$ cat config.mk
export PLATFORM = sky130hd
export DESIGN_NAME = response_field_hex_payload_parser_flat
export DESIGN_NICKNAME = d
export VERILOG_FILES = /design/src/rtl/core/rfhp_pkg.sv /design/src/rtl/core/rfhp_char_if.sv /design/src/rtl/core/rfhp_byte_if.sv /design/src/rtl/core/rfhp_in_stage.sv /design/src/rtl/core/rfhp_parser.sv /design/src/rtl/core/response_field_hex_payload_parser.sv /design/src/flat_wrapper.sv
export SDC_FILE = /design/constraint.sdc
export NUM_CORES = 1
export LEC_CHECK = 0
export ABC_AREA = 1
export BUFFER_PORTS_ARGS = -buffer_cell sky130_fd_sc_hd__buf_2
export CAP_MARGIN = 20
export CELL_PAD_IN_SITES_DETAIL_PLACEMENT = 0
export CELL_PAD_IN_SITES_GLOBAL_PLACEMENT = 2
export CORE_UTILIZATION = 30
export CTS_CLUSTER_DIAMETER = 50
export DETAILED_ROUTE_END_ITERATION = 8
export PLACE_DENSITY_LB_ADDON = 0.05
export SLEW_MARGIN = 20
export SYNTH_ARGS = -nofsm -noshare
export SYNTH_HDL_FRONTEND = slang
export SYNTH_HIERARCHICAL = 1
export SYNTH_SLANG_ARGS = --single-unit
$ cat constraint.sdc
create_clock -name clk -period 6.4 [get_ports clk]
set_clock_uncertainty 0.1 [all_clocks]
set_input_delay 0.96 -clock clk [delete_from_list [all_inputs] [get_ports clk]]
set_output_delay 0.96 -clock clk [all_outputs]
set_load 0.02 [all_outputs]
$ cat src/rtl/core/rfhp_pkg.sv
`timescale 1ns / 1ps
`default_nettype none

package rfhp_pkg;

    localparam int FIELD_COUNT_DEF = 4;
    localparam int FIELD_NUM_W     = 3;
    localparam int VALUE_W         = 16;
    localparam int PROD_W          = VALUE_W + 4;

    localparam logic [VALUE_W-1:0] VALUE_MAX = {VALUE_W{1'b1}};

    localparam logic [7:0] CH_COMMA = 8'h2C;
    localparam logic [7:0] CH_PLUS  = 8'h2B;
    localparam logic [7:0] CH_MINUS = 8'h2D;
    localparam logic [7:0] CH_SPACE = 8'h20;
    localparam logic [7:0] CH_TAB   = 8'h09;
    localparam logic [7:0] CH_CR    = 8'h0D;
    localparam logic [7:0] CH_ZERO  = 8'h30;
    localparam logic [7:0] CH_NINE  = 8'h39;
    localparam logic [7:0] CH_UA    = 8'h41;
    localparam logic [7:0] CH_UF    = 8'h46;
    localparam logic [7:0] CH_LA    = 8'h61;
    localparam logic [7:0] CH_LF    = 8'h66;

    typedef enum logic [1:0] {
        PH_FIELDS  = 2'd0,
        PH_PAYLOAD = 2'd1,
        PH_DONE    = 2'd2
    } phase_t;

    // one character beat held in the input register
    typedef struct packed {
        logic       valid;
        logic [7:0] char_in;
        logic       end_of_string;
    } char_beat_t;

    function automatic logic is_digit(input logic [7:0] c);
        return (c >= CH_ZERO) && (c <= CH_NINE);
    endfunction

    // tab, newline, vertical tab, form feed, carriage return, space
    function automatic logic is_blank(input logic [7:0] c);
        return (c == CH_SPACE) || ((c >= CH_TAB) && (c <= CH_CR));
    endfunction

    function automatic logic [3:0] hex_value(input logic [7:0] c);
        logic [7:0] t;
        t = 8'h00;
        if ((c >= CH_ZERO) && (c <= CH_NINE))
        begin
            t = c - CH_ZERO;
        end
        else if ((c >= CH_UA) && (c <= CH_UF))
        begin
            t = c - CH_UA + 8'd10;
        end
        else if ((c >= CH_LA) && (c <= CH_LF))
        begin
            t = c - CH_LA + 8'd10;
        end
        return t[3:0];
    endfunction

endpackage

`default_nettype wire

$ cat src/rtl/core/rfhp_char_if.sv
`timescale 1ns / 1ps
`default_nettype none

interface rfhp_char_if;
    logic       valid;
    logic       ready;
    logic [7:0] char_in;
    logic       end_of_string;

    modport source (output valid, output char_in, output end_of_string, input ready);
    modport sink (input valid, input char_in, input end_of_string, output ready);
endinterface

`default_nettype wire

$ cat src/rtl/core/rfhp_byte_if.sv
`timescale 1ns / 1ps
`default_nettype none

interface rfhp_byte_if;
    logic       valid;
    logic       ready;
    logic [7:0] payload_byte;
    logic       last_byte;

    modport source (output valid, output payload_byte, output last_byte, input ready);
    modport sink (input valid, input payload_byte, input last_byte, output ready);
endinterface

`default_nettype wire

$ cat src/rtl/core/rfhp_in_stage.sv
`timescale 1ns / 1ps
`default_nettype none

module rfhp_in_stage
    import rfhp_pkg::*;
(
    input  wire logic   clk,
    input  wire logic   rst_n,
    rfhp_char_if.sink   in_ch,
    input  wire logic   advance,
    output char_beat_t  beat
);

    logic       valid_reg;
    logic       valid_next;
    logic [7:0] char_reg;
    logic       eos_reg;
    logic       take;

    // register frees up when the parser consumes the held beat
    assign in_ch.ready = !valid_reg || advance;
    assign take        = in_ch.valid && in_ch.ready;

    always_comb
    begin
        valid_next = valid_reg;
        if (take)
        begin
            valid_next = 1'b1;
        end
        else if (advance)
        begin
            valid_next = 1'b0;
        end
    end

    always_ff @(posedge clk or negedge rst_n)
    begin
        if (!rst_n)
        begin
            valid_reg <= 1'b0;
        end
        else
        begin
            valid_reg <= valid_next;
        end
    end

    always_ff @(posedge clk)
    begin
        if (take)
        begin
            char_reg <= in_ch.char_in;
            eos_reg  <= in_ch.end_of_string;
        end
    end

    assign beat.valid         = valid_reg;
    assign beat.char_in       = char_reg;
    assign beat.end_of_string = eos_reg;

endmodule

`default_nettype wire

$ cat src/rtl/core/rfhp_parser.sv
`timescale 1ns / 1ps
`default_nettype none

module rfhp_parser
    import rfhp_pkg::*;
#(
    parameter int FIELD_COUNT = FIELD_COUNT_DEF
)
(
    input  wire logic   clk,
    input  wire logic   rst_n,
    input  char_beat_t  beat,
    output logic        advance,
    rfhp_byte_if.source out_ch
);

    localparam logic [FIELD_NUM_W:0] FC = (FIELD_NUM_W + 1)'(FIELD_COUNT);

    phase_t                 phase_reg, phase_next;
    logic [FIELD_NUM_W-1:0] fnum_reg, fnum_next;
    logic [VALUE_W-1:0]     value_reg, value_next;
    logic                   neg_reg, neg_next;
    logic                   seen_reg, seen_next;
    logic                   stop_reg, stop_next;
    logic [VALUE_W-1:0]     left_reg, left_next;
    logic [3:0]             hi_reg, hi_next;
    logic                   pend_reg, pend_next;

    logic                   out_valid_reg, out_valid_next;
    logic [7:0]             out_byte_reg;
    logic                   out_last_reg;

    logic                   fire;
    logic                   res_valid;
    logic [7:0]             res_byte;
    logic                   res_last;
    logic [7:0]             c;
    logic [3:0]             hex_d;
    logic [PROD_W-1:0]      prod;
    logic [VALUE_W-1:0]     len;

    assign advance = !out_valid_reg || out_ch.ready;
    assign fire    = beat.valid && advance;
    assign c       = beat.char_in;
    assign hex_d   = hex_value(c);

    // value * 10 + digit, saturating
    assign prod = ({4'b0, value_reg} << 3) + ({4'b0, value_reg} << 1)
                + {{(PROD_W - 4){1'b0}}, c[3:0]};
    assign len  = neg_reg ? '0 : value_reg;

    always_comb
    begin
        phase_next = phase_reg;
        fnum_next  = fnum_reg;
        value_next = value_reg;
        neg_next   = neg_reg;
        seen_next  = seen_reg;
        stop_next  = stop_reg;
        left_next  = left_reg;
        hi_next    = hi_reg;
        pend_next  = pend_reg;
        res_valid  = 1'b0;
        res_byte   = {hi_reg, hex_d};
        res_last   = 1'b0;
        if (beat.end_of_string)
        begin
            phase_next = PH_FIELDS;
            fnum_next  = '0;
            value_next = '0;
            neg_next   = 1'b0;
            seen_next  = 1'b0;
            stop_next  = 1'b0;
            left_next  = '0;
            hi_next    = '0;
            pend_next  = 1'b0;
        end
        else
        begin
            case (phase_reg)
                PH_FIELDS:
                begin
                    if (c == CH_COMMA)
                    begin
                        if (({1'b0, fnum_reg} + 1'b1) >= FC)
                        begin
                            left_next  = len;
                            phase_next = (len != '0) ? PH_PAYLOAD : PH_DONE;
                            hi_next    = '0;
                            pend_next  = 1'b0;
                        end
                        else
                        begin
                            fnum_next = fnum_reg + 1'b1;
                        end
                        value_next = '0;
                        neg_next   = 1'b0;
                        seen_next  = 1'b0;
                        stop_next  = 1'b0;
                    end
                    else if (!stop_reg)
                    begin
                        if (is_digit(c))
                        begin
                            value_next = (prod > PROD_W'(VALUE_MAX)) ? VALUE_MAX
                                                                     : prod[VALUE_W-1:0];
                            seen_next  = 1'b1;
                        end
                        else if (((c == CH_PLUS) || (c == CH_MINUS)) && !seen_reg)
                        begin
                            seen_next = 1'b1;
                            if (c == CH_MINUS)
                            begin
                                neg_next = 1'b1;
                            end
                        end
                        else if (!(is_blank(c) && !seen_reg))
                        begin
                            stop_next = 1'b1;
                        end
                    end
                end
                PH_PAYLOAD:
                begin
                    if (!pend_reg)
                    begin
                        hi_next   = hex_d;
                        pend_next = 1'b1;
                    end
                    else
                    begin
                        pend_next = 1'b0;
                        left_next = left_reg - 1'b1;
                        hi_next   = '0;
                        res_valid = 1'b1;
                        res_last  = (left_reg == VALUE_W'(1));
                        if (res_last)
                        begin
                            phase_next = PH_DONE;
                        end
                    end
                end
                default:
                begin
                end
            endcase
        end
    end

    assign out_valid_next = advance ? (fire && res_valid) : out_valid_reg;

    always_ff @(posedge clk or negedge rst_n)
    begin
        if (!rst_n)
        begin
            phase_reg     <= PH_FIELDS;
            fnum_reg      <= '0;
            value_reg     <= '0;
            neg_reg       <= 1'b0;
            seen_reg      <= 1'b0;
            stop_reg      <= 1'b0;
            left_reg      <= '0;
            hi_reg        <= '0;
            pend_reg      <= 1'b0;
            out_valid_reg <= 1'b0;
        end
        else
        begin
            if (fire)
            begin
                phase_reg <= phase_next;
                fnum_reg  <= fnum_next;
                value_reg <= value_next;
                neg_reg   <= neg_next;
                seen_reg  <= seen_next;
                stop_reg  <= stop_next;
                left_reg  <= left_next;
                hi_reg    <= hi_next;
                pend_reg  <= pend_next;
            end
            out_valid_reg <= out_valid_next;
        end
    end

    always_ff @(posedge clk)
    begin
        if (fire && res_valid)
        begin
            out_byte_reg <= res_byte;
            out_last_reg <= res_last;
        end
    end

    assign out_ch.valid        = out_valid_reg;
    assign out_ch.payload_byte = out_byte_reg;
    assign out_ch.last_byte    = out_last_reg;

    a_last_ends_payload: assert property (@(posedge clk) disable iff (!rst_n)
        (fire && res_valid && res_last) |=> (phase_reg == PH_DONE))
        else $error("last byte did not end the payload phase");

    a_pend_in_payload: assert property (@(posedge clk) disable iff (!rst_n)
        pend_reg |-> (phase_reg == PH_PAYLOAD))
        else $error("high nibble pending outside payload phase");

    a_payload_nonzero: assert property (@(posedge clk) disable iff (!rst_n)
        (phase_reg == PH_PAYLOAD) |-> (left_reg != '0))
        else $error("payload phase with no bytes left");

    a_field_count: assert property (@(posedge clk) disable iff (!rst_n)
        (phase_reg == PH_FIELDS) |-> ({1'b0, fnum_reg} < FC))
        else $error("field counter ran past the length field");

endmodule

`default_nettype wire

$ cat src/rtl/core/response_field_hex_payload_parser.sv
`timescale 1ns / 1ps
`default_nettype none

// output: a low digit passes the input register; the parser then registers its payload byte
// throughput: one character per cycle while the output is not stalled
// a waiting result stalls the parser; the input register then holds at most one beat
// reset: asynchronous active-low, returns to field phase with all counters cleared

module response_field_hex_payload_parser
    import rfhp_pkg::*;
#(
    parameter int FIELD_COUNT = FIELD_COUNT_DEF
)
(
    input  wire logic   clk,
    input  wire logic   rst_n,
    rfhp_char_if.sink   in_ch,
    rfhp_byte_if.source out_ch
);

    char_beat_t beat;
    logic       advance;

    rfhp_in_stage u_in_stage (
        .clk     (clk),
        .rst_n   (rst_n),
        .in_ch   (in_ch),
        .advance (advance),
        .beat    (beat)
    );

    rfhp_parser #(
        .FIELD_COUNT (FIELD_COUNT)
    ) u_parser (
        .clk     (clk),
        .rst_n   (rst_n),
        .beat    (beat),
        .advance (advance),
        .out_ch  (out_ch)
    );

endmodule

`default_nettype wire
$ cat src/flat_wrapper.sv
// flat-port wrapper written by rule: the top's interface ports become plain ports
module response_field_hex_payload_parser_flat import rfhp_pkg::*;
#(
    parameter int FIELD_COUNT = FIELD_COUNT_DEF
)
  (clk, rst_n, in_ch_valid, in_ch_char_in, in_ch_end_of_string, in_ch_ready, out_ch_valid, out_ch_payload_byte, out_ch_last_byte, out_ch_ready);
  rfhp_char_if in_ch_i ();
  rfhp_byte_if out_ch_i ();
  input  wire logic clk;
  input  wire logic rst_n;
  input wire logic [$bits(in_ch_i.valid)-1:0] in_ch_valid;
  input wire logic [$bits(in_ch_i.char_in)-1:0] in_ch_char_in;
  input wire logic [$bits(in_ch_i.end_of_string)-1:0] in_ch_end_of_string;
  output wire logic [$bits(in_ch_i.ready)-1:0] in_ch_ready;
  output wire logic [$bits(out_ch_i.valid)-1:0] out_ch_valid;
  output wire logic [$bits(out_ch_i.payload_byte)-1:0] out_ch_payload_byte;
  output wire logic [$bits(out_ch_i.last_byte)-1:0] out_ch_last_byte;
  input wire logic [$bits(out_ch_i.ready)-1:0] out_ch_ready;
  assign in_ch_i.valid = in_ch_valid;
  assign in_ch_i.char_in = in_ch_char_in;
  assign in_ch_i.end_of_string = in_ch_end_of_string;
  assign in_ch_ready = in_ch_i.ready;
  assign out_ch_valid = out_ch_i.valid;
  assign out_ch_payload_byte = out_ch_i.payload_byte;
  assign out_ch_last_byte = out_ch_i.last_byte;
  assign out_ch_i.ready = out_ch_ready;
  response_field_hex_payload_parser #(.FIELD_COUNT(FIELD_COUNT)) u_core (.clk(clk), .rst_n(rst_n), .in_ch(in_ch_i), .out_ch(out_ch_i));
endmodule
==> run_results.csv <==
group,metric,value,unit
outcome,status,"complete, no violations",
power,total_leakage_power,2.82,nW
critical_path,timing.critical_path.cells,"fa_1 -> fa_1 -> nand2_1 -> nand2_1 -> nand3b_1 -> nand2_1 -> nand2_1 -> nand2_1 -> nand2_1 -> nand2_1 -> nor2_2 -> nand3_1 -> nand2_1 -> nand2_1",
flow_run,maxCapViolations,0,
sta,tns,0,ns
routing,drt_wl_total,12.5,mm
global_routing,number_of_antenna_violations_at_the_first_check_in_global_routing,0,
sta,worst-slew-pin-transition,0.781,ns
global_routing,grt_pass1_vias,4021,
yosys,synth.cell_area,0.00468,sq mm
yosys,synthesis.instances,632,
yosys,post_synth_num_cell_types,39,
layout,utilization,34.8,%
yosys,number_of_enable_flip_flop_cells_after_synthesis,18,
critical_path,path_max_fanout,16,
yosys,average_size_of_a_mapped_cell,7.41,sq um
routing,vias_per_inst,4.71,
layout,area_growth_from_synthesis_to_final_layout,13.1,%
global_routing,grt_pass1_wl,21.1,mm
yosys,async_reset_ff_share,72.3,%
sta,report.final.setup_viol,0,
placement,finalWeightedCongestion,0.793,
clocking,cts.root.buffer_cell,"sky130_fd_sc_hd__clkbuf_16",
power,irDropWorstVdd,0.116,mV
clocking,clock_sink_count,65,
critical_path,critical_path_required,6.51,ns
yosys,synth_fp_nets,686,
sta,worst_slew_margin_rel,47.8,%
sta,setup_ws,3.25,ns
sta,finalCriticalPeriod,3.15,ns
clocking,cts_setup_buffers,0,
placement,port-buffer-count,23,
routing,drt-pass1-iter-count,4,
clocking,cts_inserted_buffers,9,
placement,dp.final_hpwl,9.75,mm
sta,rsz0062_at_grt,"false",
critical_path,cp-start-kind,"flip-flop",
layout,stdcell_count,849,
critical_path,end_kind,"flip-flop",
yosys,synth_seq_cells,65,
global_routing,maximum_number_of_pins_on_one_net_before_global_route_repair,48,
routing,antenna_violating_nets_post_route,0,
routing,drc_errors,0,
sta,final.period_utilization,49.3,%
routing,drt-wirelength-per-cell,14.8,um
critical_path,cp_slowest_cell,"sky130_fd_sc_hd__fa_1",
min_path,timing.hold.worst.class,"flip-flop to flip-flop",
sta,drv_slew,0,
routing,initialDrtViolationCount,236,
global_routing,globalRoute.totalOverflow,0,
layout,final_net_count,710,
sta,holdWs,0.343,ns
yosys,synth_ff_type,"sky130_fd_sc_hd__dfrtp_1",
placement,placed_cells_incl_taps,833,
floorplanning,design.portCount,24,
clocking,h-tree-depth,3,
sta,maxClockFrequency,317,MHz
routing,total_number_of_vias,4000,
clocking,cts_resized,0,
floorplanning,core_region_area,0.0152,sq mm
sta,finalHoldViolations,0,
floorplanning,floorplan.die_area,0.0161,sq mm
layout,antenna_cells_inserted,0,
floorplanning,dieHeight,127,um
clocking,tritoncts_clock_tree,"yes",
floorplanning,start_util,30.8,%
power,powerDensity,222,mW/mm^2
layout,layout.filler_cells,1654,
clocking,cts.hold.buffers_added,0,
global_routing,grt_use_total,16.9,%
critical_path,crit_top_cell,"sky130_fd_sc_hd__nand2_1",
clocking,cts.path.max_buffers,2,
clocking,worst_skew_pair.late_latency,0.33,ns
critical_path,critPathMaxStageDelay,0.58,ns
floorplanning,die_boundary_width,127,um
floorplanning,num_rows,45,
yosys,ys_warn_count,6,
clocking,clk_transition_reported_paths,0.06,ns
layout,drive_gt1_share,9.83,%
critical_path,crit_type,"flip-flop to flip-flop",
critical_path,crit_arrival,3.27,ns
layout,ff_latch_area,0.00172,sq mm
yosys,yosysSeqAreaShare,36.7,%
placement,post-place-ws,3.23,ns
layout,multi_input_comb_area,0.00259,sq mm
## routing by layer
layer	share of wire (%)	routed length (um)	vias up	track usage, %
met3	1.6	205	6	2.66
met5	0	0	-	0
met4	0.65	82	0	5.04
met1	54	6760	1839	24.1
met2	44	5480	34	26.1
li1	-	-	2121	-
## cells in the final DEF, fill, tap and decap left out, types with 2 or more instances in the layout
cell | synthesis | final
sky130_fd_sc_hd__nand2_1 | 203 | 203
sky130_fd_sc_hd__nand3_1 | 53 | 53
sky130_fd_sc_hd__nor3_1 | 7 | 7
sky130_fd_sc_hd__a21oi_2 | 1 | 2
sky130_fd_sc_hd__xor2_1 | 8 | 8
sky130_fd_sc_hd__o21ai_1 | 4 | 4
sky130_fd_sc_hd__nand3b_1 | 2 | 2
sky130_fd_sc_hd__dfrtp_1 | 47 | 47
sky130_fd_sc_hd__o21ai_0 | 36 | 36
sky130_fd_sc_hd__o211ai_1 | 4 | 4
sky130_fd_sc_hd__and2_1 | 2 | 2
sky130_fd_sc_hd__nor2_1 | 39 | 39
sky130_fd_sc_hd__nor2_4 | 5 | 5
sky130_fd_sc_hd__o22ai_1 | 8 | 8
sky130_fd_sc_hd__a21oi_1 | 27 | 26
sky130_fd_sc_hd__inv_6 | 0 | 3
sky130_fd_sc_hd__inv_2 | 8 | 8
sky130_fd_sc_hd__a31oi_1 | 5 | 5
sky130_fd_sc_hd__inv_1 | 75 | 75
sky130_fd_sc_hd__xnor2_1 | 6 | 6
sky130_fd_sc_hd__buf_2 | 2 | 23
sky130_fd_sc_hd__ha_1 | 39 | 39
sky130_fd_sc_hd__nand4_1 | 5 | 5
sky130_fd_sc_hd__edfxtp_1 | 18 | 18
sky130_fd_sc_hd__nor4_1 | 2 | 2
sky130_fd_sc_hd__clkbuf_16 | 0 | 10
sky130_fd_sc_hd__or2_1 | 3 | 3
sky130_fd_sc_hd__fa_1 | 2 | 2
sky130_fd_sc_hd__nor2_2 | 3 | 3
## stage by stage
stage	total power [W]	cell area [sq um]
4_1_cts	0.00120	5290
2_1_floorplan	0.000610	4680
3_5_place_dp	0.000662	4970
5_1_grt	0.00124	5290
3_3_place_gp	0.000661	4970
6_report	0.00118	5290
## cell type report
type | count | area share [%]
Timing Repair Buffer | 24 | 2.32
Sequential cell | 65 | 32.4
Inverter | 83 | 5.89
Clock buffer | 10 | 4.73
Tap cell | 188 | 4.44
Multi-Input combinational cell | 473 | 48.9
Clock inverter | 6 | 1.32
## final timing paths
kind	start	slack, ns	end	cells after the start
max	u_core/u_in_stage/char_reg[3]$_DFFE_PP_	3.25	u_core/u_parser/value_reg[6]$_DFFE_PN0P_	14
min	u_core/u_parser/hi_reg[1]$_DFFE_PN0P_	0.34	u_core/u_parser/out_ch.payload_byte[5]$_DFFE_PP_	0
max reg2reg	u_core/u_in_stage/char_reg[3]$_DFFE_PP_	3.25	u_core/u_parser/value_reg[6]$_DFFE_PN0P_	14
min in group asynchronous	rst_n	0.63	u_core/u_parser/left_reg[13]$_DFFE_PN0P_	2
max in group asynchronous	rst_n	5.12	u_core/u_parser/value_reg[10]$_DFFE_PN0P_	2
min reg2reg	u_core/u_parser/hi_reg[1]$_DFFE_PN0P_	0.34	u_core/u_parser/out_ch.payload_byte[5]$_DFFE_PP_	0
## worst max-delay path, delay by kind of cell, from the launching register on
family        cells  cell delay (ns)
simple gates     12             1.39
fa+ha+maj         2             1.05
flops             1             0.50
## report_power, final
group          switching, W  internal, W  leakage, nW
registers         0.0000245     0.000451        0.805
logic              0.000121    0.0000563         1.86
clock network      0.000193     0.000329        0.159
total              0.000339     0.000836         2.82
## kinds of logic (layout without fill, tap and decap cells)
group	Yosys count	count (layout)	share of synthesized area, %
buffers and inverters	94	123	8.15
adder cells (fa/ha/maj)	41	41	11.3
AND/OR/NAND/NOR	329	329	30.7
AO/OA/AOI/OAI	89	89	10.6
XOR/XNOR	14	14	2.62
flip-flops	65	65	36.7
## cell usage after synthesis (2+ instances only)
master / number / area, sq um
sky130_fd_sc_hd__a21oi_1: 27 / 135
sky130_fd_sc_hd__a31oi_1: 5 / 31.3
sky130_fd_sc_hd__and2_1: 2 / 12.5
sky130_fd_sc_hd__buf_2: 2 / 10.0
sky130_fd_sc_hd__buf_4: 5 / 37.5
sky130_fd_sc_hd__clkbuf_1: 3 / 11.3
sky130_fd_sc_hd__dfrtp_1: 47 / 1180
sky130_fd_sc_hd__edfxtp_1: 18 / 541
sky130_fd_sc_hd__fa_1: 2 / 40.0
sky130_fd_sc_hd__ha_1: 39 / 488
sky130_fd_sc_hd__inv_1: 75 / 282
sky130_fd_sc_hd__inv_2: 8 / 30.0
sky130_fd_sc_hd__nand2_1: 203 / 762
sky130_fd_sc_hd__nand3_1: 53 / 265
sky130_fd_sc_hd__nand3b_1: 2 / 15.0
sky130_fd_sc_hd__nand4_1: 5 / 31.3
sky130_fd_sc_hd__nor2_1: 39 / 146
sky130_fd_sc_hd__nor2_2: 3 / 18.8
sky130_fd_sc_hd__nor2_4: 5 / 56.3
sky130_fd_sc_hd__nor3_1: 7 / 35.0
sky130_fd_sc_hd__nor4_1: 2 / 12.5
sky130_fd_sc_hd__o211ai_1: 4 / 30.0
sky130_fd_sc_hd__o21ai_0: 36 / 180
sky130_fd_sc_hd__o21ai_1: 4 / 20.0
sky130_fd_sc_hd__o22ai_1: 8 / 50.1
sky130_fd_sc_hd__or2_1: 3 / 18.8
sky130_fd_sc_hd__xnor2_1: 6 / 52.6
sky130_fd_sc_hd__xor2_1: 8 / 70.1
No activity file was read; power rests on OpenSTA's default activity.
